File: src/aest_div.sv
// Restoring divider that retires one dividend bit per cycle.
module aest_div #(
    parameter int DVW = 40,
    parameter int DSW = 32,
    parameter int QW  = 17
) (
    input  logic           clk,
    input  logic           rst_n,
    input  logic           start,
    input  logic [DVW-1:0] dividend,
    input  logic [DSW-1:0] divisor,
    output logic           done,
    output logic [QW-1:0]  quotient,
    output logic [DSW-1:0] remainder
);
    localparam int CW = $clog2(DVW + 1);

    logic           busy_reg, busy_next;
    logic           done_reg, done_next;
    logic [CW-1:0]  cnt_reg, cnt_next;
    logic [DVW-1:0] dvd_reg, dvd_next;
    logic [DSW-1:0] rem_reg, rem_next;
    logic [DSW-1:0] dsr_reg, dsr_next;
    logic [QW-1:0]  quo_reg, quo_next;
    logic [DSW:0]   trial;
    logic [DSW:0]   diff;
    logic           fits;

    always_comb
    begin
        trial     = {rem_reg, dvd_reg[DVW-1]};
        diff      = trial - {1'b0, dsr_reg};
        fits      = (trial >= {1'b0, dsr_reg});
        busy_next = busy_reg;
        done_next = 1'b0;
        cnt_next  = cnt_reg;
        dvd_next  = dvd_reg;
        rem_next  = rem_reg;
        dsr_next  = dsr_reg;
        quo_next  = quo_reg;
        if (start)
        begin
            busy_next = 1'b1;
            cnt_next  = '0;
            dvd_next  = dividend;
            rem_next  = '0;
            dsr_next  = divisor;
            quo_next  = '0;
        end
        else if (busy_reg)
        begin
            rem_next = fits ? diff[DSW-1:0] : trial[DSW-1:0];
            dvd_next = {dvd_reg[DVW-2:0], 1'b0};
            quo_next = {quo_reg[QW-2:0], fits};
            cnt_next = cnt_reg + CW'(1);
            if (cnt_reg == CW'(DVW - 1))
            begin
                busy_next = 1'b0;
                done_next = 1'b1;
            end
        end
    end

    always_ff @(posedge clk or negedge rst_n)
    begin
        if (!rst_n)
        begin
            busy_reg <= 1'b0;
            done_reg <= 1'b0;
            cnt_reg  <= '0;
        end
        else
        begin
            busy_reg <= busy_next;
            done_reg <= done_next;
            cnt_reg  <= cnt_next;
        end
    end

    always_ff @(posedge clk)
    begin
        dvd_reg <= dvd_next;
        rem_reg <= rem_next;
        dsr_reg <= dsr_next;
        quo_reg <= quo_next;
    end

    assign done      = done_reg;
    assign quotient  = quo_reg;
    assign remainder = rem_reg;
endmodule

File: config.mk
export PLATFORM = sky130hd
export DESIGN_NAME = aest_div
export DESIGN_NICKNAME = d
export VERILOG_FILES = /design/src/aest_div.sv
export SDC_FILE = /design/constraint.sdc
export NUM_CORES = 1
export LEC_CHECK = 0
export ABC_AREA = 1
export BUFFER_PORTS_ARGS = -buffer_cell sky130_fd_sc_hd__buf_2
export CORE_MARGIN = 2
export CORE_UTILIZATION = 52
export DETAILED_ROUTE_END_ITERATION = 10
export PLACE_DENSITY = 0.77
export SLEW_MARGIN = 20
export SYNTH_ARGS = -nofsm -noshare
export SYNTH_HDL_FRONTEND = slang
export SYNTH_SLANG_ARGS = --single-unit
export TNS_END_PERCENT = 30
File: constraint.sdc
create_clock -name clk -period 2.45 [get_ports clk]
set_clock_uncertainty 0.05 [all_clocks]
set_input_delay 0.3675 -clock clk [delete_from_list [all_inputs] [get_ports clk]]
set_output_delay 0.3675 -clock clk [all_outputs]
set_load 0.005 [all_outputs]
# == After elaboration in Yosys (flattened, before gate mapping) ==
# Index checks and enable logic that the tools add are counted.
# totals
reg_bits,129
in_bits,75
output_inout_bits,50
elab_cells,23
# classes
n_addsub,2
order_cmp,1
n_eq_ne,1
muxes,11
reduce_logical,1
# op_table
operator,n
40-bit 2-to-1 mux,2
33-bit by 32-bit greater-or-equal comparator with 1-bit output,1
32-bit 2-to-1 mux,1
32-bit subtractor,1
6-bit 2-to-1 mux,2
"6-bit by 1-bit adder with 6-bit output, second input constant",1
"6-bit equality test, second input constant",1
1-bit 2-to-1 mux,6
2-bit nonzero test,1

# == Logic depth before layout (Yosys ltp) ==
# Gate-level depths: netlist of run 1.
# depth
word_depth,4
mapped_depth,17
mapped_depth_nobuf,17

# == Worst setup path before layout of run 1 ==
# No wires, ideal clock.
# synth_timing
path_kind,register to register
start,register busy_reg
end,"register dvd_reg[0], enable pin"
setup_time_ps,420
arrival_time_ps,1908
required_ps,1980
path_slack_ps,72
path_stages_with_launch,4
path_buffers,1
period_less_slack_ps,2378
path_cell_list,dfrtp_1 > nor2_1 > inv_1 > buf_1
# synth_via
elab_chain_cells,1
# synth_lines
element,line,rtl
"start, declared",18,"logic busy_reg, busy_next;"
"start signal, assigned",74,busy_reg <= busy_next;
2-bit nonzero test (no line),--,
"end signal, assigned",82,dvd_reg <= dvd_next;
"end, declared",21,"logic [DVW-1:0] dvd_reg, dvd_next;"
# No other way between the ends.
# A chain may end at the register's enable or synchronous reset.

# == Worst setup path in the final report of run 1 ==
# layout_timing
start,"register rem_reg[27], in the netlist remainder[27]"
end,"register rem_reg[21], in the netlist remainder[21]"
# layout_via
elab_chain_cells,2
# layout_lines
element,line,rtl
"start, declared",22,"logic [DSW-1:0] rem_reg, rem_next;"
"start signal, assigned",83,rem_reg <= rem_next;
33-bit by 32-bit greater-or-equal comparator with 1-bit output,33,"fits = (trial >= {1'b0, dsr_reg});"
32-bit 2-to-1 mux,52,rem_next = fits ? diff[DSW-1:0] : trial[DSW-1:0];
# No other way between the ends.

==> impl_results.md, run 1 <==
- Status: finished, final reports clean
- Sw frac: 43.29%
- Layout cells sized above 1: 18.35%
- Die Ht: 126.1 um
- Achievable frequency: 432.7 MHz
- Antenna violations before repair: 1
- Routed length per instance: 14.35 um
- Register clock-pin slew on the reported worst setup and hold paths: 0.06 ns
- CTS sink cnt: 129
- Hold crit path type: in -> reg
- Yosys warning count: 0
- Crit-path max FO: 8
- Flop pwr share: 28.6%
- Period minus WS final: 2.311 ns
- Final worst path period share: 94.33%
- Synth Register Bits: 129
- Overall die area: 15910 um2
- Largest net degree at the start of global routing: 47
- Fin. Hold Viols: 0
- Cell Pwr Density: 1105 nW/um2
- I/O Buffers: 124
- Int Pwr: 5.883 mW
- CP peak stage delay: 0.41 ns
- Post-Syn Area: 7757 um2
- CP Capture Type: flip-flop
- Setup TNS: 0 ns
- Standard-cell rows: 44
- Slowest CP cell: dfxtp_1
- Worst EP required: 2.72 ns
- Primary FF master, synth: edfxtp_1
- Final GP Congestion: 0.9492
- Util after Layout: 64.57%
- Worst path most repeated cell: nand2_1
- GR Overflow Total: 0
- CTS max path bufs: 2
- CP Launch Type: flip-flop
- Core area: 14530 um2
- First-pass GRT wire length: 32200 um
- Number of diodes: 0
- Clk Latency, worst-skew pair: 0.43 ns
- Max_cap viols: 0
- Post-Syn Nets: 1200
- Final wirelength: 20550 um
- Mapped Cells: 1091
- Mean Syn Cell Area: 7.110 um2
- # IOs: 125
- Initial Util: 53.37%
- Post-synthesis cell type count: 40
- DIE WIDTH: 126.1 um
- CP Class: reg -> reg
- Area Overhead vs Synth: 20.98%
- Detail Route Antenna Nets: 0
- Overall Global Routing Usage: 25.54%
- CTS root buf: clkbuf_16
- Vias in the first global route: 6730
- Drc violations: 0
- Slew @ Worst Pin: 0.6984 ns
- LEAKAGE: 5.018 nW
- Hpwl dp: 14960 um
- Vias per std cell: 5.069
- Iteration-0 DRC Markers: 589
- Setup-failing EPs final: 0
- Max reg flops: 40
- Post-synth EDFFs: 72
- Worst vdd ir: 0.0006577 V
- Combinational power share: 47.3%
- Async set-reset flop share out of synthesis: 6.202%
- Switching Power: 4.492 mW
- Slew HR: 53.37%
- Part of the Yosys area used for sequential elements: 43.10%
- Slew Viols, Final: 0
- Drt pass-1 iters: 5
- H-Tree Depth: 4
- Nets: 1344
- Clock power frac: 24.0%
- Crit path arrival time: 2.58 ns
- CTS tree: built
- Critical-path cell list: ha_2 -> nand2_2 -> inv_2 -> nand2_1 -> nand2_1 -> a21oi_1 -> nand2_1 -> nor2_4 -> buf_4 -> nand2_4 -> or2_2 -> nand3_1 -> nand2_1
- CTS buffer count: 17
- Vias: 7259
## synth_stat cells, types with 6 or more instances
master | number | area [um2]
nand2_1 | 408 | 1531
inv_1 | 180 | 675.7
nor2_1 | 102 | 382.9
edfxtp_1 | 72 | 2162
nand3_1 | 58 | 290.3
dfxtp_1 | 49 | 980.9
a21oi_1 | 39 | 195.2
ha_1 | 33 | 412.9
o21ai_0 | 16 | 80.08
clkbuf_1 | 15 | 56.30
o22ai_1 | 14 | 87.58
nand4_1 | 13 | 81.33
nand2_2 | 12 | 75.07
dfrtp_1 | 8 | 200.2
a21boi_0 | 6 | 45.04
nor2_2 | 6 | 37.54
nor3_1 | 6 | 30.03
## metrics by stage
step / area [um2] / std cells / setup WS (ns) / hold slack (ns) / total power [mW]
2_1_floorplan: 7757 / 1091 / 0.07245 / 0.02191 / 6.220
5_1_grt: 9385 / 1432 / -0.02921 / 0.05394 / 11.14
6_report: 9385 / 1432 / 0.1389 / 0.06188 / 10.38
3_5_place_dp: 8653 / 1393 / 0.02849 / 0.1726 / 7.527
3_3_place_gp: 8653 / 1393 / 0.01852 / 0.1704 / 7.469
4_1_cts: 9235 / 1426 / 0.005771 / 0.04934 / 10.05
## cells in the final DEF (no fill, tap or decap), types with 3 or more instances in the layout
master     netlist  final
clkbuf_16        0     17
nand4_1         13     13
o22ai_1         14     14
dfrtp_1          8      8
o21a_1           3      3
dfxtp_1         49     49
ha_2             0      3
nor3_1           6      6
nand2_2         12     12
nor2_1         102     99
nand2_1        408    407
inv_2            5      6
nor2_2           6      7
edfxtp_1        72     72
a21oi_2          2      4
ha_1            33     28
o21ai_1          5      5
a21boi_0         6      6
inv_1          180    179
inv_6            1      5
o21ai_0         16     16
nand2_4          2      3
buf_2            1    123
a21oi_1         39     37
nand2_8          1      3
o21bai_1         5      5
nand3b_1         5      5
buf_4            1     22
inv_8            0      3
nor2_4           4      6
nand3_1         58     58
## worst max-delay path: cells and delay by family, from the launching register on
family	cells	cell delay, ns
adder cells (fa/ha/maj)	1	0.36
AO/OA/AOI/OAI	1	0.18
AND/OR/NAND/NOR	9	1.01
flip-flops	1	0.41
buffers and inverters	2	0.20
## final cells by class
cell class	count	area, um2
repair buffers	148	830.8
well taps	184	230.2
inverters	186	710.7
clock inverters	15	146.4
multi-input cells	753	3699
fillers	1313	5149
clock buffers	17	425.4
flip-flops and latches	129	3343
## cell families after synthesis
kind of cell / Yosys count / synth area share (%)
AND/OR/NAND/NOR: 625 / 33.85
buffers and inverters: 211 / 10.68
flip-flops: 129 / 43.10
AO/OA/AOI/OAI: 92 / 6.790
adder cells (fa/ha/maj): 34 / 5.581
## timing repair
item / CTS / global route
buffers inserted: 0 / 4
hold buffers: 1 / 0
setup endpoints to repair: 0 / 33
resized for setup: 0 / 21
hold endpoints to repair: 8 / 0
## metal layers
layer / GRT usage (%) / wire length (um)
met1: 34.34 / 9144
met2: 40.32 / 9294
met3: 6.075 / 1651
met4: 9.502 / 463
met5: 0 / 0
## worst paths after layout
kind	cells past startpoint	slack [ns]	from	to
worst max-delay path	13	0.14	remainder[27]$_SDFFE_PP0P_	remainder[21]$_SDFFE_PP0P_
worst min-delay path	1	0.06	divisor[8]	dsr_reg[8]$_DFFE_PP_
worst max register to register	13	0.14	remainder[27]$_SDFFE_PP0P_	remainder[21]$_SDFFE_PP0P_
worst min register to register	2	0.41	quotient[16]$_SDFFE_PP0P_	quotient[16]$_SDFFE_PP0P_
max in group asynchronous	2	1.89	rst_n	cnt_reg[4]$_DFFE_PN0P_
min in group asynchronous	2	0.29	rst_n	cnt_reg[5]$_DFFE_PN0P_
## power groups by stage
stage	logic, mW	clock network (mW)	registers, mW
floorplan	3.25	0	2.97
global placement	4.48	0	2.99
detailed placement	4.52	0	3.00
CTS	4.57	2.52	2.96
global route	5.51	2.61	3.02
finish	4.91	2.49	2.97
No activity file was read; power rests on OpenSTA's default activity.
==> run 2: changes to the inputs <==
REMOVE_ABC_BUFFERS = 1   (was unset)
==> run 2 against run 1 <==
Effect of this change:
- global-route usage increased by 0.74 points
- power increased by 7.7%
- first-iteration DRC count increased by 4.8%
- non-clock buffer count increased by 9
==> impl_results.md, run 2 (same netlist as run 1, synthesis figures left out) <==
- Status: finished, final reports clean
- GR Overflow Total: 0
- Post-route cell area: 9708 um2
- CTS buffer count: 17
- Routed length per instance: 14.95 um
- Area Overhead vs Synth: 25.15%
- Final wirelength: 21560 um
- Overall die area: 15910 um2
- Max_cap viols: 0
- Final std cells w/o fill: 1442
- Clock power frac: 25.3%
- Setup TNS: 0 ns
- DIE WIDTH: 126.1 um
- Clk Latency, worst-skew pair: 0.43 ns
- LEAKAGE: 5.133 nW
- # IOs: 125
- Max reg flops: 40
- CTS tree: built
- First-pass GRT wire length: 33490 um
- Flop pwr share: 26.9%
- Slew Viols, Final: 0
- Standard-cell rows: 44
- CP Class: reg -> reg
- Switching Power: 4.673 mW
- Reg2Reg Setup Slack: 0.03 ns
- Int Pwr: 6.499 mW
- Hold Path Depth: 1
- Period minus WS final: 2.422 ns
- CTS sink cnt: 129
- Routed wl met3: 1467 um
- Iteration-0 DRC Markers: 617
- CTS max path bufs: 2
- Layout cells sized above 1: 20.45%
- Initial Util: 53.37%
- Worst path buffer plus inverter count: 3
- Fill count: 1243
- Slowest CP cell: dfxtp_1
- Util after Layout: 66.80%
- Slew @ Worst Pin: 0.4815 ns
- H-Tree Depth: 4
- Detail Route Antenna Nets: 0
- Drt pass-1 iters: 5
- Sw frac: 41.83%
- Achievable frequency: 412.9 MHz
- Largest net degree at the start of global routing: 81
- CTS root buf: clkbuf_16
- Vias in the first global route: 6882
- Worst EP required: 2.72 ns
- Hold crit path type: in -> reg
- Met1 WL: 9563 um
- Critical-path cell list: ha_1 -> inv_1 -> nor2_2 -> nand2_2 -> inv_1 -> a21oi_2 -> nand2_1 -> nor2_4 -> buf_12 -> nand2_8 -> or2_2 -> nand3_1 -> nand2_1
- Crit-path max FO: 8
- Cell Pwr Density: 1151 nW/um2
- Commonest non-fill, non-tap cell in the layout: nand2_1
- Register-to-Register Path Depth: 13
- Placement Cell Area: 8668 um2
- Nets: 1353
- Fin. Hold Viols: 0
- WL met2: 10080 um
- CP Capture Type: flip-flop
- Register clock-pin slew on the reported worst setup and hold paths: 0.06 ns
- Crit path arrival time: 2.69 ns
- Commonest non-fill, non-tap cells in the layout: nand2_1, inv_1, buf_2
- Vias per std cell: 5.099
- Worst vdd ir: 0.0008885 V
- Slew HR: 67.78%
- Total power: 11.17 mW
- Worst Min Path Start: divisor[9]
- Combinational power share: 47.8%
- Final worst path period share: 98.86%
- Hpwl dp: 14770 um
- Hold EP: dsr_reg[9]$_DFFE_PP_
- Final GP Congestion: 0.9730
- CP Launch Type: flip-flop
- Die Ht: 126.1 um
- Setup-failing EPs final: 0
- Drc violations: 0
- Core area: 14530 um2
- Top routing layer used: met4
- Reg2reg end: remainder[21]$_SDFFE_PP0P_
- I/O Buffers: 124
- Family with the most delay on the worst path: simple AND/OR/NAND/NOR gates
- CP peak stage delay: 0.43 ns
- R2R Path Start: remainder[30]$_SDFFE_PP0P_
- DP Cell Count: 1395
- Overall Global Routing Usage: 26.28%
- Vias: 7353
- Antenna violations before repair: 1
-- run 2: cell count changes in the layout (fill, tap and decap cells not counted), sizes merged --
cell      before  now
buf          147  156
bufinv         1    4
clkinv         6    4
clkinvlp       1    0
diode          0    1
-- run 2: through the flow --
step,worst slack (ns),hold slack (ns)
floorplan,-0.3050,0.02191
global placement,0.02145,0.1684
detailed placement,0.01972,0.1656
CTS,0.01809,0.05226
global route,-0.05388,0.05378
finish,0.02792,0.05647
-- run 2: repair_timing --
item / CTS / global route
pin swaps: 0 / 10
buffers inserted: 0 / 11
setup endpoints to repair: 2 / 33
hold buffers: 1 / 0
gates cloned: 0 / 2
resized for setup: 1 / 44
hold endpoints to repair: 8 / 0
-- run 2: worst max-delay path by stage --
stage	slack [ns]	start	end	cells after the start
2_1_floorplan	-0.30	busy_reg$_DFF_PN0_	dvd_reg[0]$_SDFFCE_PN0P_	2
3_3_place_gp	0.02	dsr_reg[24]$_DFFE_PP_	remainder[17]$_SDFFE_PP0P_	14
3_5_place_dp	0.02	dsr_reg[24]$_DFFE_PP_	remainder[23]$_SDFFE_PP0P_	14
4_1_cts	0.02	remainder[29]$_SDFFE_PP0P_	remainder[23]$_SDFFE_PP0P_	13
5_1_grt	-0.05	dsr_reg[29]$_DFFE_PP_	remainder[22]$_SDFFE_PP0P_	15
6_report	0.03	remainder[30]$_SDFFE_PP0P_	remainder[21]$_SDFFE_PP0P_	13
-- run 2: cell type report --
| type | count | area, um2 | area share [%] |
|---|---|---|---|
| inverters | 186 | 710.7 | 7.321 |
| diodes | 1 | 2.502 | 0.02578 |
| multi-input cells | 753 | 3822 | 39.37 |
| clock buffers | 17 | 425.4 | 4.382 |
| clock inverters | 15 | 221.5 | 2.281 |
| flip-flops and latches | 129 | 3347 | 34.48 |
| well taps | 184 | 230.2 | 2.371 |
| repair buffers | 157 | 948.4 | 9.769 |
-- run 2: metal layers --
layer  vias to the layer above  global-route usage [%]
met2                       235                   43.36
met3                        36                   6.287
li1                       3732                       -
met5                         -                       0
met4                         0                   8.403
met1                      3350                   34.24
-- run 2: power groups by stage --
stage / Combinational [mW] / Sequential (mW) / Clock (mW)
4_1_cts: 4.59 / 2.95 / 2.84
3_3_place_gp: 4.49 / 2.98 / 0
2_1_floorplan: 3.12 / 2.97 / 0
3_5_place_dp: 4.54 / 2.99 / 0
5_1_grt: 5.94 / 3.05 / 2.93
6_report: 5.34 / 3.00 / 2.83
==> run 3: changes to the inputs <==
ABC_AREA = unset   (was 1)
CORE_UTILIZATION = 51   (was 52)
==> run 3 against run 2 <==
Effect of this change:
- the flow now finishes with violations (negative setup slack)
- clock power down 15%
- critical path depth did not move
- critical path type unchanged
- area after synthesis shrank 12%
==> impl_results.md, run 3 <==
- Synth Register Bits: 129
- Antenna violations before repair: 2
- First-pass GRT wire length: 26950 um
- Crit path arrival time: 2.99 ns
- Post-route cell area: 9384 um2
- CTS buffer count: 17
- Max reg flops: 40
- Iteration-0 DRC Markers: 320
- Placement Cell Area: 8242 um2
- Die Ht: 119.4 um
- Total power: 9.850 mW
- Yosys warning count: 0
- DIE WIDTH: 119.4 um
- Cell Pwr Density: 1050 nW/um2
- Overall die area: 14260 um2
- Post-synth top area cell: edfxtp_1
- Commonest non-fill, non-tap cell in the layout: buf_2
- Final worst path period share: 110.9%
- Synth top area share: 31.82%
- Primary FF master, synth: edfxtp_1
- CP Class: reg -> reg
- Slew @ Worst Pin: 0.4916 ns
- CTS root buf: clkbuf_16
- Setup-failing EPs final: 32
- Core area: 13140 um2
- Status: complete, but fails checks
- Post-Syn Area: 6794 um2
- Clk Latency, worst-skew pair: 0.43 ns
- Worst vdd ir: 0.0006785 V
- Slew Viols, Final: 0
- Async set-reset flop share out of synthesis: 6.202%
- Number of diodes: 0
- Final GP Congestion: 0.8686
- GR Overflow Total: 0
- Most common cell in the netlist: edfxtp_1
- Drc violations: 0
- Part of the Yosys area used for sequential elements: 49.21%
- RSZ-0062 raised after global routing: yes
- Ranking of synthesized cells by area: edfxtp_1, dfxtp_1, mux2_2
- Crit-path max FO: 4
- Fill count: 929
- Register clock-pin slew on the reported worst setup and hold paths: 0.06 ns
- Detail Route Antenna Nets: 0
- I/O Buffers: 124
- Vias per std cell: 5.364
- Vias: 5600
- Top Usage Layer GRT: met2
- Reg2Reg Setup Slack: -0.27 ns
- DP Cell Count: 996
- Final wirelength: 17160 um
- CTS max path bufs: 2
- Standard-cell rows: 42
- CTS tree: built
- Overall Global Routing Usage: 23.98%
- Achievable frequency: 367.9 MHz
- Layout cells sized above 1: 42.97%
- Mean Syn Cell Area: 10.72 um2
- Max_cap viols: 0
- Setup TNS: -2.735 ns
- Drt pass-1 iters: 4
- Area Overhead vs Synth: 38.12%
- Failing checks: negative setup slack
- Worst EP required: 2.72 ns
- Largest net degree at the start of global routing: 83
- Hpwl dp: 11390 um
- H-Tree Depth: 4
- Post-synth EDFFs: 72
- Slew HR: 67.23%
- Vias in the first global route: 5742
- Mapped Cells: 634
- Met3 GRT Util: 8.669%
- Hold crit path type: in -> reg
- Period minus WS final: 2.718 ns
- Hold slack: 0.05958 ns
- Initial Util: 51.71%
- Post-synthesis cell type count: 55
- CP Capture Type: flip-flop
- CTS sink cnt: 129
- GR Layer Usage met2: 41.13%
- Met1 Usage GRT: 27.20%
- CP Launch Type: flip-flop
- Commonest non-fill, non-tap cells in the layout: buf_2, buf_4, edfxtp_1
- Nets: 964
- LEAKAGE: 4.276 nW
- Final std cells w/o fill: 1044
- # IOs: 125
- Fin. Hold Viols: 0
- Final Worst Setup Slack: -0.2682 ns
- Routed length per instance: 16.44 um
- Synth top cells by count: edfxtp_1, nor2_1, dfxtp_1
==> run 3: cell types whose count changed after synthesis, moves of 15 or more <==
cell and change:
nand2_1 -369, inv_1 -144, nand3_1 -50, mux2_2 +40, mux2i_1 +39, nor2_1 -33, a211oi_1 +30, xor2_1 +16
xnor2_1 +15
==> run 3: where the power goes <==
group / internal [mW] / switching, mW / total (mW)
sequential: 2.63 / 0.205 / 2.84
combinational: 2.41 / 2.20 / 4.61
clock: 1.40 / 1.00 / 2.40
==> run 3: cells by family (layout without fill, tap and decap cells) <==
logic type,after synthesis,after routing,synth area share [%]
AND/OR/NAND/NOR,165,165,11.16
AO/OA/AOI/OAI,129,129,12.65
flip-flops,129,129,49.21
multiplexers,80,80,12.60
buffers and inverters,66,300,4.015
adder cells (fa/ha/maj),34,34,6.372
XOR/XNOR,31,31,3.996
==> run 3: critical path: stages (launching register included) <==
cell	delay [ns]
edfxtp_1	0.35
inv_1	0.05
ha_2	0.19
fa_2	0.35
nor2b_2	0.14
o31a_1	0.19
o21ai_2	0.10
a21oi_4	0.22
o21bai_4	0.08
a41oi_2	0.20
buf_4	0.15
xor2_1	0.12
mux2i_1	0.12
a211oi_2	0.29
==> run 3: timing repair <==
action                                  4_1_cts  5_1_grt
gates cloned                                  0        1
buffers inserted                              6        9
pin swaps                                    23       36
resized for setup                            30       63
hold buffers                                  1        0
endpoints found under the hold margin         8        0
endpoints found under the setup margin       33       33
==> run 3: final timing paths <==
| path | depth (start not counted) | from | end |
|---|---|---|---|
| max in group asynchronous | 2 | rst_n | busy_reg$_DFF_PN0_ |
| min in group asynchronous | 2 | rst_n | cnt_reg[3]$_DFFE_PN0P_ |
| setup / recovery | 13 | dvd_reg[39]$_DFFE_PP_ | remainder[20]$_SDFFE_PP0P_ |
| setup reg to reg | 13 | dvd_reg[39]$_DFFE_PP_ | remainder[20]$_SDFFE_PP0P_ |
| hold reg to reg | 2 | quotient[16]$_SDFFE_PP0P_ | quotient[16]$_SDFFE_PP0P_ |
| hold / removal | 1 | divisor[31] | dsr_reg[31]$_DFFE_PP_ |
==> run 3: per-layer routing <==
layer  wire, um  vias to the layer above
met5         27                        -
met4        496                        4
met3       1100                       43
met2       8589                      156
met1       6945                     2663
li1           -                     2734
==> run 3: layout make-up <==
cell class                      count  area, um2  share of cell area (%)
Tap cell                          176      220.2                   2.347
Clock inverter                     12      95.09                   1.013
Timing Repair Buffer              232       1515                   16.15
Multi-Input combinational cell    439       3606                   38.43
Clock buffer                       20      467.9                   4.987
Sequential cell                   129       3344                   35.64
Inverter                           36      135.1                   1.440
==> run 3: through the flow <==
stage               utilization (%)  setup WS, ns
global placement              62.73       -0.3188
detailed placement            62.73       -0.4423
floorplan                         -       -0.9863
CTS                           68.51       -0.3024
finish                        71.43       -0.2682
global route                  71.43       -0.4043
