==> src/aest_ram.sv <==
// Generic single-write, single-read RAM with registered read data.
module aest_ram #(
    parameter int WIDTH = 32,
    parameter int DEPTH = 16
) (
    input  logic                                        clk,
    input  logic                                        we,
    input  logic [((DEPTH > 1) ? $clog2(DEPTH) : 1)-1:0] waddr,
    input  logic [WIDTH-1:0]                            wdata,
    input  logic [((DEPTH > 1) ? $clog2(DEPTH) : 1)-1:0] raddr,
    output logic [WIDTH-1:0]                            rdata
);
    logic [WIDTH-1:0] mem [DEPTH];

    always_ff @(posedge clk)
    begin
        if (we)
        begin
            mem[waddr] <= wdata;
        end
        rdata <= mem[raddr];
    end
endmodule

==> config.mk <==
export PLATFORM = sky130hd
export DESIGN_NAME = aest_ram
export DESIGN_NICKNAME = d
export VERILOG_FILES = /design/src/aest_ram.sv
export SDC_FILE = /design/constraint.sdc
export NUM_CORES = 1
export LEC_CHECK = 0
export ABC_AREA = 1
export ABC_CLOCK_PERIOD_IN_PS = 6400
export BUFFER_PORTS_ARGS = -buffer_cell sky130_fd_sc_hd__buf_2
export CORE_ASPECT_RATIO = 1.25
export CORE_UTILIZATION = 45
export CTS_CLUSTER_DIAMETER = 120
export DETAILED_ROUTE_END_ITERATION = 12
export SYNTH_ARGS = -nofsm -noshare
export SYNTH_HDL_FRONTEND = slang
export SYNTH_SLANG_ARGS = --single-unit
==> constraint.sdc <==
create_clock -name clk -period 6.4 [get_ports clk]
set_clock_uncertainty 0.05 [all_clocks]
set_input_delay 0.64 -clock clk [delete_from_list [all_inputs] [get_ports clk]]
set_output_delay 0.64 -clock clk [all_outputs]
set_load 0.01 [all_outputs]
# After elaboration in Yosys (flattened, before gate mapping)
# Memory sizes are Yosys's and may differ from the RTL's. A register that Yosys moved wholly into a read port is not among the register bits.
# Index checks and enable logic that the tools add are counted.
classes:
  muxes: 2
op_table:
  columns: ["cell", "n"]
  rows:
  - ["2-to-1 mux 1 bit", 2]
word_totals:
  ff_bits: 0
  ram_bits: 512
  input_bits: 42
  word_cells: 3
  n_memories: 1
memory_table:
  columns: ["memory", "words", "width", "rd", "rd_ports_with_merged_regs", "write_ports", "line_no", "source"]
  rows:
  - ["mem", 16, 32, 1, 1, 1, "13", "logic [WIDTH-1:0] mem [DEPTH];"]

# Longest topological paths before layout
# Gate-level depths: netlist of run 1.
depth:
  ltp_word: 2
  mapped_depth: 10

# Worst setup path after synthesis of run 1
# No wires, ideal clock.
synth_timing:
  kind: "input to register"
  start: "in waddr[2] (netlist bit)"
  end: "mem mem[10][0] (enable)"
  setup_time_ns: 0.421
  t_arrival_ns: 2.212
  slack_ns: 3.717
  stages: 2
  path_cell_list: "nand3b_1 -> nor2_1"
synth_rtl:
  columns: ["element", "line_no", "source"]
  rows:
  - ["from (decl)", "8", "input logic [((DEPTH > 1) ? $clog2(DEPTH) : 1)-1:0] waddr,"]
  - ["to (decl)", "13", null]
# Straight into the memory's write port.

==> run summary, run 1 <==
The run finished with clean final reports. The number of register bits inferred by synthesis is between 500 and 600. The slack of the worst reg-to-reg path is roughly 5.3 ns. By area, the combinational part of the netlist is dominated by simple AND/OR/NAND/NOR gates. Setup repair after global routing left no endpoint under its margin. The worst slack at placement is ~2.8 ns. The post-synthesis simple-gate area fraction came out at 0.200. The remaining antenna violation count is 0. The master of the slowest instance on the critical path is buf_4. The initial antenna violation count is 2. The final count of pins violating max slew came out at 0. The number of cells upsized or downsized after cts is 0.

The largest stage delay on the critical path came out at approximately 0.79 ns. The maximum fanout count along the critical path came out at approximately 110. The minimum setup slack in the final design came out at approximately 3.4 ns. The half-perimeter wire length after placement is 23.8 mm. Synthesis produced a netlist with a net count of between 2000 and 2500. Setup violations remaining at the end of the flow were counted as 0. For the worst setup path, the data required time is roughly 6.8 ns. The data arrival at the endpoint of the critical path is about 3.4 ns. The cell leakage power is around 11 nW. The number of hold buffers added after cts is 0. The startpoint identified for the worst register-to-register timing path is mem[15][11].

The cell depth of the worst min-delay path is 1. The total detailed-routing wirelength came out at approximately 53 mm. For the worst-skew pair, the clock arrives at the later sink with an insertion delay of around 0.58 ns. The share of the cycle needed by the critical path after routing is 0.468. Static timing analysis puts the maximum clock frequency at 334 MHz.

For this design, the sink count on the clock tree is approximately 540. In this run the clock root is driven by a clkbuf_16. The endpoint type of the worst setup path is a flop. For this run, the total global-route usage over all layers was measured as 0.211. The pin count of the biggest net entering global routing is 150.

The post-route setup TNS came out at 0 ns. In this run the mean area of a mapped cell was 10.7 um2. The maximum number of buffers from clock root to sink is 3. Of the post-synthesis cell area, the part taken by muxes is 0.

The critical path goes through clkbuf_8 > buf_4 > buf_4 > nand2_1 > nand3_1 > nand3_1 > nand3_1 > nand2_1. By instance count, the cell type seen most on the critical path is nand3_1. The routability-driven placement congestion ratio came out at ~0.74.

The tool flagged a number of max-cap violations equal to 0. In the final routed layout, each cell accounts on average for 18.6 um. In this run the critical register-to-register path is captured at rdata[11].

Of the total synthesized cell area, the portion taken by XOR and XNOR cells is 0. The total iterations of the first detailed-routing run came out at 5. The initial detailed-routing violation count is ~1100. The hold path startpoint is wdata[17].

After layout, the design draws a total of about 7.5 mW. The synthesized-area fraction occupied by ao, oa, aoi and oai cells came to 0. Dividing the detail-routed via count by the number of cells gives 5.01. The fraction of layout cells with a size suffix above 1 came out at 0.0917. At the end of the flow the core is filled with cells to 0.510. Counting tap cells, the placed design contains a total of ~2800 instances. The I/O pin count is 74. The cell area after synthesis came out at 22700 um2. The number of H-tree branching levels is 2.

The initial core utilization came out at 0.458. The net count reported at finish is between 2000 and 2500. The number of buffers inserted by post-CTS setup repair is 0. The path with the worst hold slack has its endpoint at mem[6][17].

The worst hold slack after final layout came out at between 0.3 and 0.4 ns. From synthesis to final layout, the design area changed by 11.3%. The floorplan die height came out at around 250 um. The final global-route overflow total is 0. TritonCTS built the clock tree.

Of the synthesized area, sequential elements account for 0.705. The first-pass GRT wire length is a little over 80 mm. The die footprint came out at ~51000 um2. The standard cell area after detailed placement is 23500 um2. The total area inside the core boundary comes to a little under 50000 um2.

The residual DRC count came out at 0. VDD sags by at most just under 0.2 mV. The quantity of I/O buffers inserted on ports came out at 73.

For the worst flop-to-flop path, the logic depth is 6. The family with the most delay on the worst path is buffers and inverters. The slew at the pin closest to its max-slew limit came out at 1.15 ns. The class of the tightest hold or removal check is input pin to flop.

The number of hold violations in the final report is 0. Summing over every cut layer, the via total after detailed routing is 14346. The die is 203 um wide.

The max-slew headroom at the worst pin came out at 0.233. Counting the buffers created by CTS gives 53. The cell count after synthesis is 2120. The startpoint type of the worst setup path is an input pin. The final critical path time including I/O delays and setup came out at 3.00 ns.

The Yosys step of the flow raised 0 warnings. The number of buffer and inverter stages on the critical path came out at 3. The power density of the placed cells is ~300 nW/um2. The critical setup path kind is input pin to flop. The number of distinct library cell variants in the gate-level netlist after synthesis came out at 15.

The adder-cell share of the synthesized area came out at 0. After clock tree synthesis, the clock-pin slew on the worst setup and hold paths is roughly 0.060 ns. With fillers left out, the area of the finished cells amounts to 25300 um2. The initialized floorplan defines slightly above 90 standard-cell rows.

The number of global-route vias before repair is about 14000. The number of cells in the finished layout apart from fillers is ~2900.
==> per-layer routing <==
metal,GRT usage,up-vias,routed length (um)
met1,0.282,6913,23400
met4,0.0692,2,1320
met3,0.0257,106,2540
li1,-,6934,-
met2,0.359,391,26100
met5,0,-,8
==> Yosys cell counts <==
library cell,instances,area share
buf_1,14,0.0023
buf_12,1,0.00088
inv_2,1,0.00016
inv_4,1,0.00028
dfxtp_1,32,0.028
edfxtp_1,512,0.68
nor2_1,17,0.0028
inv_1,388,0.064
clkbuf_1,14,0.0023
nand2_1,677,0.11
buf_2,41,0.0090
nand3b_1,2,0.00066
nand3_1,385,0.085
buf_4,6,0.0020
buf_6,29,0.014
==> placed cells by master (no fill, tap or decap), types with 2 or more instances in the layout <==
cell	Yosys	layout
nand2_1	677	677
edfxtp_1	512	512
inv_1	388	386
nand3_1	385	385
buf_2	41	71
clkbuf_16	0	55
dfxtp_1	32	32
buf_4	6	27
nor2_4	0	16
clkbuf_1	14	11
clkinv_2	0	10
clkbuf_8	0	10
clkinvlp_4	0	6
clkinv_1	0	4
bufinv_16	0	3
diode_2	0	2
inv_2	1	2
nand3b_1	2	2
==> layout make-up <==
type / count / area, um2
fill: 4358 / 24300
sequential: 544 / 16000
multi-input combinational: 1081 / 4670
clock buffer: 75 / 1540
inverter: 390 / 1470
tap: 651 / 815
timing repair buffer: 99 / 572
clock inverter: 24 / 209
antenna: 2 / 5.00
==> report_power, final <==
part	switching (mW)	total, mW	internal (mW)	leakage (nW)
Sequential	0.0243	4.01	3.98	4.90
Combinational	0.322	0.442	0.121	4.99
Clock	1.30	3.10	1.80	0.849
==> logic make-up (layout without fill, tap and decap cells) <==
kind of cell  Yosys count  count (layout)
other cells             0               2
buf+inv               495             588
flops                 544             544
simple gates         1081            1081
==> worst max-delay path by stage <==
| stage | cells past startpoint | startpoint | to | slack, ns |
|---|---|---|---|---|
| 2_1_floorplan | 2 | waddr[2] | mem[10][0] | 3.72 |
| 3_3_place_gp | 8 | raddr[0] | rdata[2] | 2.83 |
| 3_5_place_dp | 8 | raddr[0] | rdata[1] | 2.80 |
| 4_1_cts | 8 | raddr[0] | rdata[1] | 3.41 |
| 5_1_grt | 9 | raddr[0] | rdata[28] | 3.19 |
| 6_report | 8 | raddr[0] | rdata[28] | 3.40 |
==> state kept, by name (all words and copies together) (netlist names) <==
register	flops
mem	512
rdata	32
==> worst register-to-register path, cell delays in order (launching register included) <==
cell and delay, ns:
edfxtp_1 0.36, inv_1 0.06, nand2_1 0.04, nand3_1 0.11, nand3_1 0.08, nand3_1 0.13
nand2_1 0.13
Note: power is estimated with default switching activity, not from simulation.
==> inputs of run 2 (changes only) <==
--- a/config.mk
+++ b/config.mk
@@ -6,7 +6,7 @@
 export NUM_CORES = 1
 export LEC_CHECK = 0
 export ABC_AREA = 1
-export ABC_CLOCK_PERIOD_IN_PS = 6400
+export ABC_CLOCK_PERIOD_IN_PS = 3000
 export BUFFER_PORTS_ARGS = -buffer_cell sky130_fd_sc_hd__buf_2
 export CORE_ASPECT_RATIO = 1.25
 export CORE_UTILIZATION = 45
==> constraint.sdc (replaced) <==
create_clock -name clk -period 3 [get_ports clk]
set_clock_uncertainty 0.05 [all_clocks]
set_input_delay 0.3 -clock clk [delete_from_list [all_inputs] [get_ports clk]]
set_output_delay 0.3 -clock clk [all_outputs]
set_load 0.01 [all_outputs]
==> run 2 against run 1 <==
  * Clock power grew 110%
  * Via count up 0.48%
  * Critical endpoint is now mem[12][14]
  * Cell area grew 0.34%
  * Critical path depth shrank 4
  * First-iteration DRC count fell by 8.0%
  * Combinational power is 120% higher
  * Register-to-register slack got worse by 3.4 ns
  * Highest routed layer is now met4
  * Count of clock-buffer cells in the layout decreased by 1
  * Sequential power up 110%
  * Wire length up 0.61%
  * Die area did not move
  * Largest cell class unchanged
  * Hold slack worse by 0.32 ns
==> run summary, run 2 (synthesized netlist as in run 1, its figures left out) <==
The flow ran to the end, and the final reports show no timing, DRC or antenna violations. The net count reported at finish came out at 2217 (+0.27%). The post-route setup TNS is 0 ns (unchanged). The number of cells upsized or downsized after cts came out at 0 (unchanged). Timing would allow up to between 600 and 700 MHz. The post-synthesis to final-layout area growth is 11.7%. The number of H-tree branching levels is 2 (unchanged). The final count of pins violating max slew is 0 (unchanged). The data arrival at the endpoint of the critical path was 1.80 ns (-1.61 ns). The sequential group share of total power is 0.537 (+0.006). The initial core utilization came out at 0.458 (unchanged). The clock-pin slew reported for the worst setup and hold paths after clock tree synthesis came out at 0.06 ns (about the same). The slack of the worst reg-to-reg path came out at 1.89 ns (-3.40 ns).

The library cells used most frequently in the layout, excluding fill and tap cells, are nand2_1 (677), edfxtp_1 (512), inv_1 (386). The cell leakage power came to 10.8 nW (+0.21%). The worst setup path is captured at a flop.

The hold path startpoint is wdata[17]. The combinational share of power came out at 0.062 (+0.003). CTS placed an instance of clkbuf_16 at the clock tree root. The half-perimeter wire length after placement is 28.2 mm (+18%). The routability-driven placement congestion ratio is 0.775 (+4.0%). The largest registers in the layout are mem: 512 flops, rdata: 32 flops. The floorplan die height came out at 253 um (unchanged).

The switching power of the nets came out at 3.50 mW (+110%). The number of antenna repair diodes came out at 0 (-2). The average vias per placed instance came out at 5.03 (+0.45%).

The quantity of I/O buffers inserted on ports is 73 (unchanged). TritonCTS built the clock tree. The first-pass GRT wire length came out at 82.9 mm (+1.9%). The flip-flop count of the largest register after layout is 512 (unchanged). The number of cell instances on the worst register-to-register path is 6 (unchanged).

The power density of the placed cells came out at 627 nW/um2 (+110%). More flip-flops sit in one register than any other, and that register is mem. The insertion delay of the later-clocked pin in the worst-skew pair is 0.57 ns (about the same). The final number of setup-violating endpoints is 0 (unchanged). The routed via count is 14415 (+0.48%). The overall routing resource usage is 0.212 (+0.000782). The clock network power share is 0.401 (-0.009). The number of fill cells is 4360 (+0.046%). The class of the tightest hold or removal check is input pin to flop. The die boundary width came out at 203 um (unchanged).

The required time of the worst setup path is 3.22 ns (-3.59 ns). The area inside the core boundary came out at 49600 um2 (unchanged). The worst reg2reg path startpoint is mem[1][10]. The final global-route overflow total came to 0 (unchanged). Leaving out fill and tap cells, the most frequent cell in the layout is nand2_1. The switching share of power came out at 0.220 (+0.00206). The detail-routed net length per standard cell came out at 18.7 um (+0.58%). The final critical path time including I/O delays and setup came out at 1.59 ns. The I/O pin count is 74 (unchanged). The capture point of the worst reg-to-reg path is rdata[10]. The initial antenna violation count was 0 (-2). The fraction of layout cells with a size suffix above 1 came out at 0.0894 (-0.00238). The worst hold slack after final layout is 0.0536 ns (-0.324 ns).

The maximum number of buffers from clock root to sink is 3 (unchanged). The initial detailed-routing violation count is 1040 (-8.0%). The total detailed-routing wirelength is 53.7 mm (+0.61%). The startpoint type of the worst setup path is an input pin. The total instance count after detailed placement is 2773 (+0.29%). The number of core rows is 91 (unchanged). The number of global-route vias before repair was 14103 (+1.2%). The total iterations of the first detailed-routing run is 5 (unchanged). The cell-internal power came to 12.4 mW (+110%).

The slew at the pin closest to its max-slew limit came out at 0.974 ns (-0.177 ns). The number of clock sinks is 544 (unchanged). The remaining antenna violation count came out at 0 (unchanged). Setup repair after global routing left no endpoint under its margin. The maximum fanout count along the critical path came to 19 (-82%). The max-capacitance violation count came to 0 (unchanged). The pin count of the biggest net entering global routing came out at 164 (+9.3%). The TritonCTS buffer count came out at 51 (-3.8%). The number of hold violations in the final report came to 0 (unchanged). The critical path is of the input pin to flop type. The share of the cycle needed by the critical path after routing came out at 0.529.

The cell depth of the worst min-delay path is 1 (unchanged). The maximum vdd ir drop is 0.533 mV (+170%). The die footprint is 51400 um2 (unchanged). The max-slew headroom at the worst pin came out at 0.350 (+0.117).

The post-route core utilization is 0.511 (+0.00171). The residual DRC count came out at 0 (unchanged). The number of hold buffers added after cts is 0 (unchanged).

The number of buffers inserted by post-CTS setup repair is 0 (unchanged). The number of cells in the finished layout apart from fillers is 2867 (+0.035%). The end point of the most critical hold path is mem[10][17].
[run 2: cell types whose count changed in the layout (fill, tap and decap cells not counted)]
cell	before	now
clkbuf_16	55	53
diode_2	2	0
clkbuf_8	10	3
clkbuf_1	11	19
clkinv_4	0	3
buf_12	0	11
clkinv_2	10	5
buf_4	27	24
clkinvlp_4	6	3
bufinv_16	3	4
[run 2: critical path, stage by stage]
cell,delay (ns)
buf_2,0.11
nand3_1,0.33
nor2_4,0.75
buf_12,0.29
[run 2: power groups by stage]
stage               logic (mW)  registers (mW)  clock network (mW)
floorplan                0.579            8.72                   0
global placement         0.978            8.71                   0
detailed placement       0.995            8.71                   0
CTS                       1.00            8.55                6.51
global route              1.10            8.56                6.76
finish                   0.987            8.55                6.39
[run 2: how the worst max path moves through the flow]
stage | startpoint | to | slack (ns)
after floorplan | waddr[2] | mem[10][0] | 0.66
after global placement | we | mem[12][16] | 0.81
after detailed placement | we | mem[12][16] | 0.81
after CTS | we | mem[12][27] | 1.42
after global routing | raddr[0] | rdata[11] | 1.32
final | we | mem[12][14] | 1.41
[run 2: layout make-up]
type | instances | area, um2 | share of cell area
timing repair buffer | 107 | 769 | 0.0303
inverter | 390 | 1470 | 0.0581
clock inverter | 20 | 218 | 0.00858
multi-input combinational | 1081 | 4670 | 0.184
clock buffer | 74 | 1430 | 0.0561
sequential | 544 | 16000 | 0.631
tap | 651 | 815 | 0.0321
[run 2: metrics by stage]
step	cell area (um2)	setup slack [ns]	power [mW]
after floorplan	22700	0.657	9.30
after global placement	23700	0.809	9.69
after detailed placement	23700	0.808	9.71
after CTS	25400	1.42	16.1
after global routing	25400	1.32	16.4
final	25400	1.41	15.9
[run 2: metal layers]
metal	vias to the layer above	routed length, um	GRT usage
met5	-	0	0
met4	0	1270	0.0640
met3	91	3250	0.0299
met2	436	26000	0.356
met1	6945	23200	0.287
li1	6943	-	-
==> inputs of run 3 (changes only) <==
--- a/config.mk
+++ b/config.mk
@@ -6,7 +6,7 @@
 export NUM_CORES = 1
 export LEC_CHECK = 0
 export ABC_AREA = 1
-export ABC_CLOCK_PERIOD_IN_PS = 3000
+export ABC_CLOCK_PERIOD_IN_PS = 1400
 export BUFFER_PORTS_ARGS = -buffer_cell sky130_fd_sc_hd__buf_2
 export CORE_ASPECT_RATIO = 1.25
 export CORE_UTILIZATION = 45
==> constraint.sdc (replaced) <==
create_clock -name clk -period 1.4 [get_ports clk]
set_clock_uncertainty 0.05 [all_clocks]
set_input_delay 0.14 -clock clk [delete_from_list [all_inputs] [get_ports clk]]
set_output_delay 0.14 -clock clk [all_outputs]
set_load 0.01 [all_outputs]
==> run 3 against run 2 <==
  * Clock power grew 150%
  * Die area unchanged
  * First-iteration DRC count down 23%
  * Non-clock buffer count grew 101
  * Utilization grew 3.4 points
  * Final cell count grew 3.8%
  * Largest cell class unchanged
  * Highest routed layer unchanged
==> run summary, run 3 (synthesized netlist as in run 1, its figures left out) <==
The maximum fanout count along the critical path came to 1 (-18). The initial core utilization is 0.458 (unchanged). The clock network power share is 0.432 (+0.031). The cell leakage power is 11.5 nW (+7.3%).

The number of H-tree branching levels is 2 (unchanged). The post-synthesis to final-layout area growth came out at 19.0%. The met2 layer wire length in the routed design is 27.6 mm (+6.3%). The library cell used most frequently in the layout, excluding fill and tap cells, is nand2_1. The number of fill cells is 4338 (-0.50%). The power density of the placed cells was 1350 nW/um2 (+120%). The floorplan die height is 253 um (unchanged). Traced cell by cell, the critical path runs through buf_2.

The residual DRC count came to 0 (unchanged). The total instance count after detailed placement came out at 2840 (+2.4%). The required time of the worst setup path is 1.21 ns (-2.01 ns). The net count reported at finish was 2321 (+4.7%). The initial detailed-routing violation count is 801 (-23%).

The number of hold violations in the final report came to 0 (unchanged). The post-route setup TNS came out at 0 ns (unchanged). The insertion delay of the later-clocked pin in the worst-skew pair is 0.60 ns (+0.03 ns).

The standard cell area after detailed placement was 24800 um2 (+4.3%). The area occupied by registers is 16000 um2 (unchanged). The number of global-route vias before repair is 14569 (+3.3%). The area inside the core boundary is 49600 um2 (unchanged). After detailed routing, no signal wire sits above met4. The number of buffer and inverter stages on the critical path came out at 1 (-1).

The detail-routed net length per standard cell is 18.2 um (-2.8%). The quantity of I/O buffers inserted on ports was 73 (unchanged). In the final layout, the registers with the most flip-flops are mem: 512 flops, rdata: 32 flops. The I/O pin count is 74 (unchanged). The length of routed met3 wiring was 2.29 mm (-30%). The total iterations of the first detailed-routing run came out at 5 (unchanged).

The share of the cycle needed by the critical path after routing is 0.948. The total detailed-routing wirelength is 54.2 mm (+0.87%). The cell-internal power is 28.7 mW (+130%). The slew at the pin closest to its max-slew limit came out at 0.455 ns (-0.519 ns). The pin count of the biggest net entering global routing is 79 (-52%). Setup repair after global routing left no endpoint under its margin. The max-capacitance violation count is 0 (unchanged). Static timing analysis puts the maximum clock frequency at about 750 MHz. The switching share of power was 0.215 (-0.00493). The clock-pin slew reported for the worst setup and hold paths after clock tree synthesis came out at 0.06 ns (about the same). The capture point of the worst reg-to-reg path is rdata[28]. The area occupied by multi-input gates was 4670 um2 (unchanged).

The remaining antenna violation count came out at 0 (unchanged). The most critical setup path has its startpoint at rdata[15]. The initial antenna violation count came out at 0 (unchanged).

The slack of the worst reg-to-reg path came out at 0.26 ns (-1.63 ns). The routed via count is 14773 (+2.5%). The final critical path time including I/O delays and setup is between 1 and 1.5 ns. The number of logic stages on the critical path including buffering came out at 1 (-3). The largest stage delay on the critical path came out at 0.37 ns (-0.38 ns). The sequential group share of total power came out at 0.501 (-0.036). The final number of setup-violating endpoints came out at 0 (unchanged). The slowest stage of the critical path is the dfxtp_1 cell. The number of buffers inserted by post-CTS setup repair came out at 0 (unchanged). The number of cells upsized or downsized after cts is 0 (unchanged).

The maximum number of buffers from clock root to sink came out at 3 (unchanged). The number of clock sinks came to 544 (unchanged). In the layout the commonest cells are nand2_1 (677), edfxtp_1 (512), inv_1 (386).

The TritonCTS buffer count came to 54 (+5.9%). The routability-driven placement congestion ratio came out at 0.864 (+12%). The run finished with clean final reports. The data arrival at the endpoint of the critical path is 1.14 ns (-0.66 ns). The CTS root buffer is clkbuf_16. The first-pass GRT wire length is 84.0 mm (+1.3%). The max-slew headroom at the worst pin came out at 0.697 (+0.347). The total power came out at 36.6 mW (+130%). The final standard cell area without fillers is 27100 um2 (+6.6%). In this run the worst setup path terminates at rdata[15]. The fraction of layout cells with a size suffix above 1 is 0.119 (+0.0298).

The routed length on met1 came to 22.3 mm (-3.7%). The worst register-to-register path begins at mem[1][28]. TritonCTS built the clock tree. The flip-flop count of the largest register after layout came out at 512 (unchanged). The class of the tightest hold or removal check is input pin to flop.

The half-perimeter wire length after placement is 32.8 mm (+16%). The critical setup path kind is flop to primary output. The number of hold buffers added after cts came to 34 (+34). The final global-route overflow total is 0 (unchanged). The cell family contributing the most delay on the critical path is flip-flops. The combinational share of power is 0.067 (+0.005). The endpoint type of the worst setup path is a primary output.

The die boundary width is 203 um (unchanged). The average vias per placed instance is 4.97 (-1.2%). The die footprint came out at 51400 um2 (unchanged). The overall routing resource usage is 0.216 (+0.00372). The number of antenna repair diodes came to 0 (unchanged). The switching power of the nets came out at 7.86 mW (+120%). Counting flops per register, the top entry is mem.

The number of cells in the finished layout apart from fillers is 2975 (+3.8%). The maximum vdd ir drop is 1.02 mV (+92%). The startpoint type of the worst setup path is a flop. The final count of pins violating max slew is 0 (unchanged). The number of cell instances on the worst register-to-register path came out at 6 (unchanged). The worst hold slack after final layout came out at 0.124 ns (+0.0699 ns). The number of core rows came out at 91 (unchanged).
## run 3: area by class of cell
cell class / instances / area share
Sequential cell: 544 / 0.592
Tap cell: 651 / 0.0301
Clock buffer: 70 / 0.0544
Clock inverter: 31 / 0.0178
Inverter: 390 / 0.0544
Multi-Input combinational cell: 1081 / 0.172
Timing Repair Buffer: 208 / 0.0790
## run 3: how the worst min path moves through the flow
| stage | to | cells after the start | slack [ns] | startpoint |
|---|---|---|---|---|
| after floorplan | mem[0][0] | 0 | 0.19 | wdata[0] |
| after global placement | mem[7][9] | 1 | 0.48 | wdata[9] |
| after detailed placement | rdata[24] | 1 | 0.49 | rdata[24] |
| after CTS | rdata[8] | 6 | 0.09 | raddr[2] |
| after global routing | rdata[8] | 6 | 0.14 | raddr[2] |
| final | rdata[8] | 6 | 0.12 | raddr[2] |
## run 3: per-layer routing
| layer | track usage | vias to the layer above |
|---|---|---|
| met3 | 0.0260 | 118 |
| met1 | 0.266 | 7125 |
| met5 | 0 | - |
| li1 | - | 7164 |
| met2 | 0.383 | 366 |
| met4 | 0.0902 | 0 |
## run 3: power by group through the flow
stage / Combinational (mW) / Clock, mW / Sequential [mW]
floorplan: 1.26 / 0 / 18.7
global placement: 2.38 / 0 / 18.7
detailed placement: 2.41 / 0 / 18.7
CTS: 2.50 / 16.0 / 18.3
global route: 2.71 / 16.6 / 18.3
finish: 2.46 / 15.8 / 18.3
## run 3: stage by stage
step,util,setup slack (ns)
finish,0.545,0.0733
floorplan,-,-0.316
global placement,0.499,-0.0932
CTS,0.545,0.0107
detailed placement,0.499,-0.127
global route,0.545,0.0309
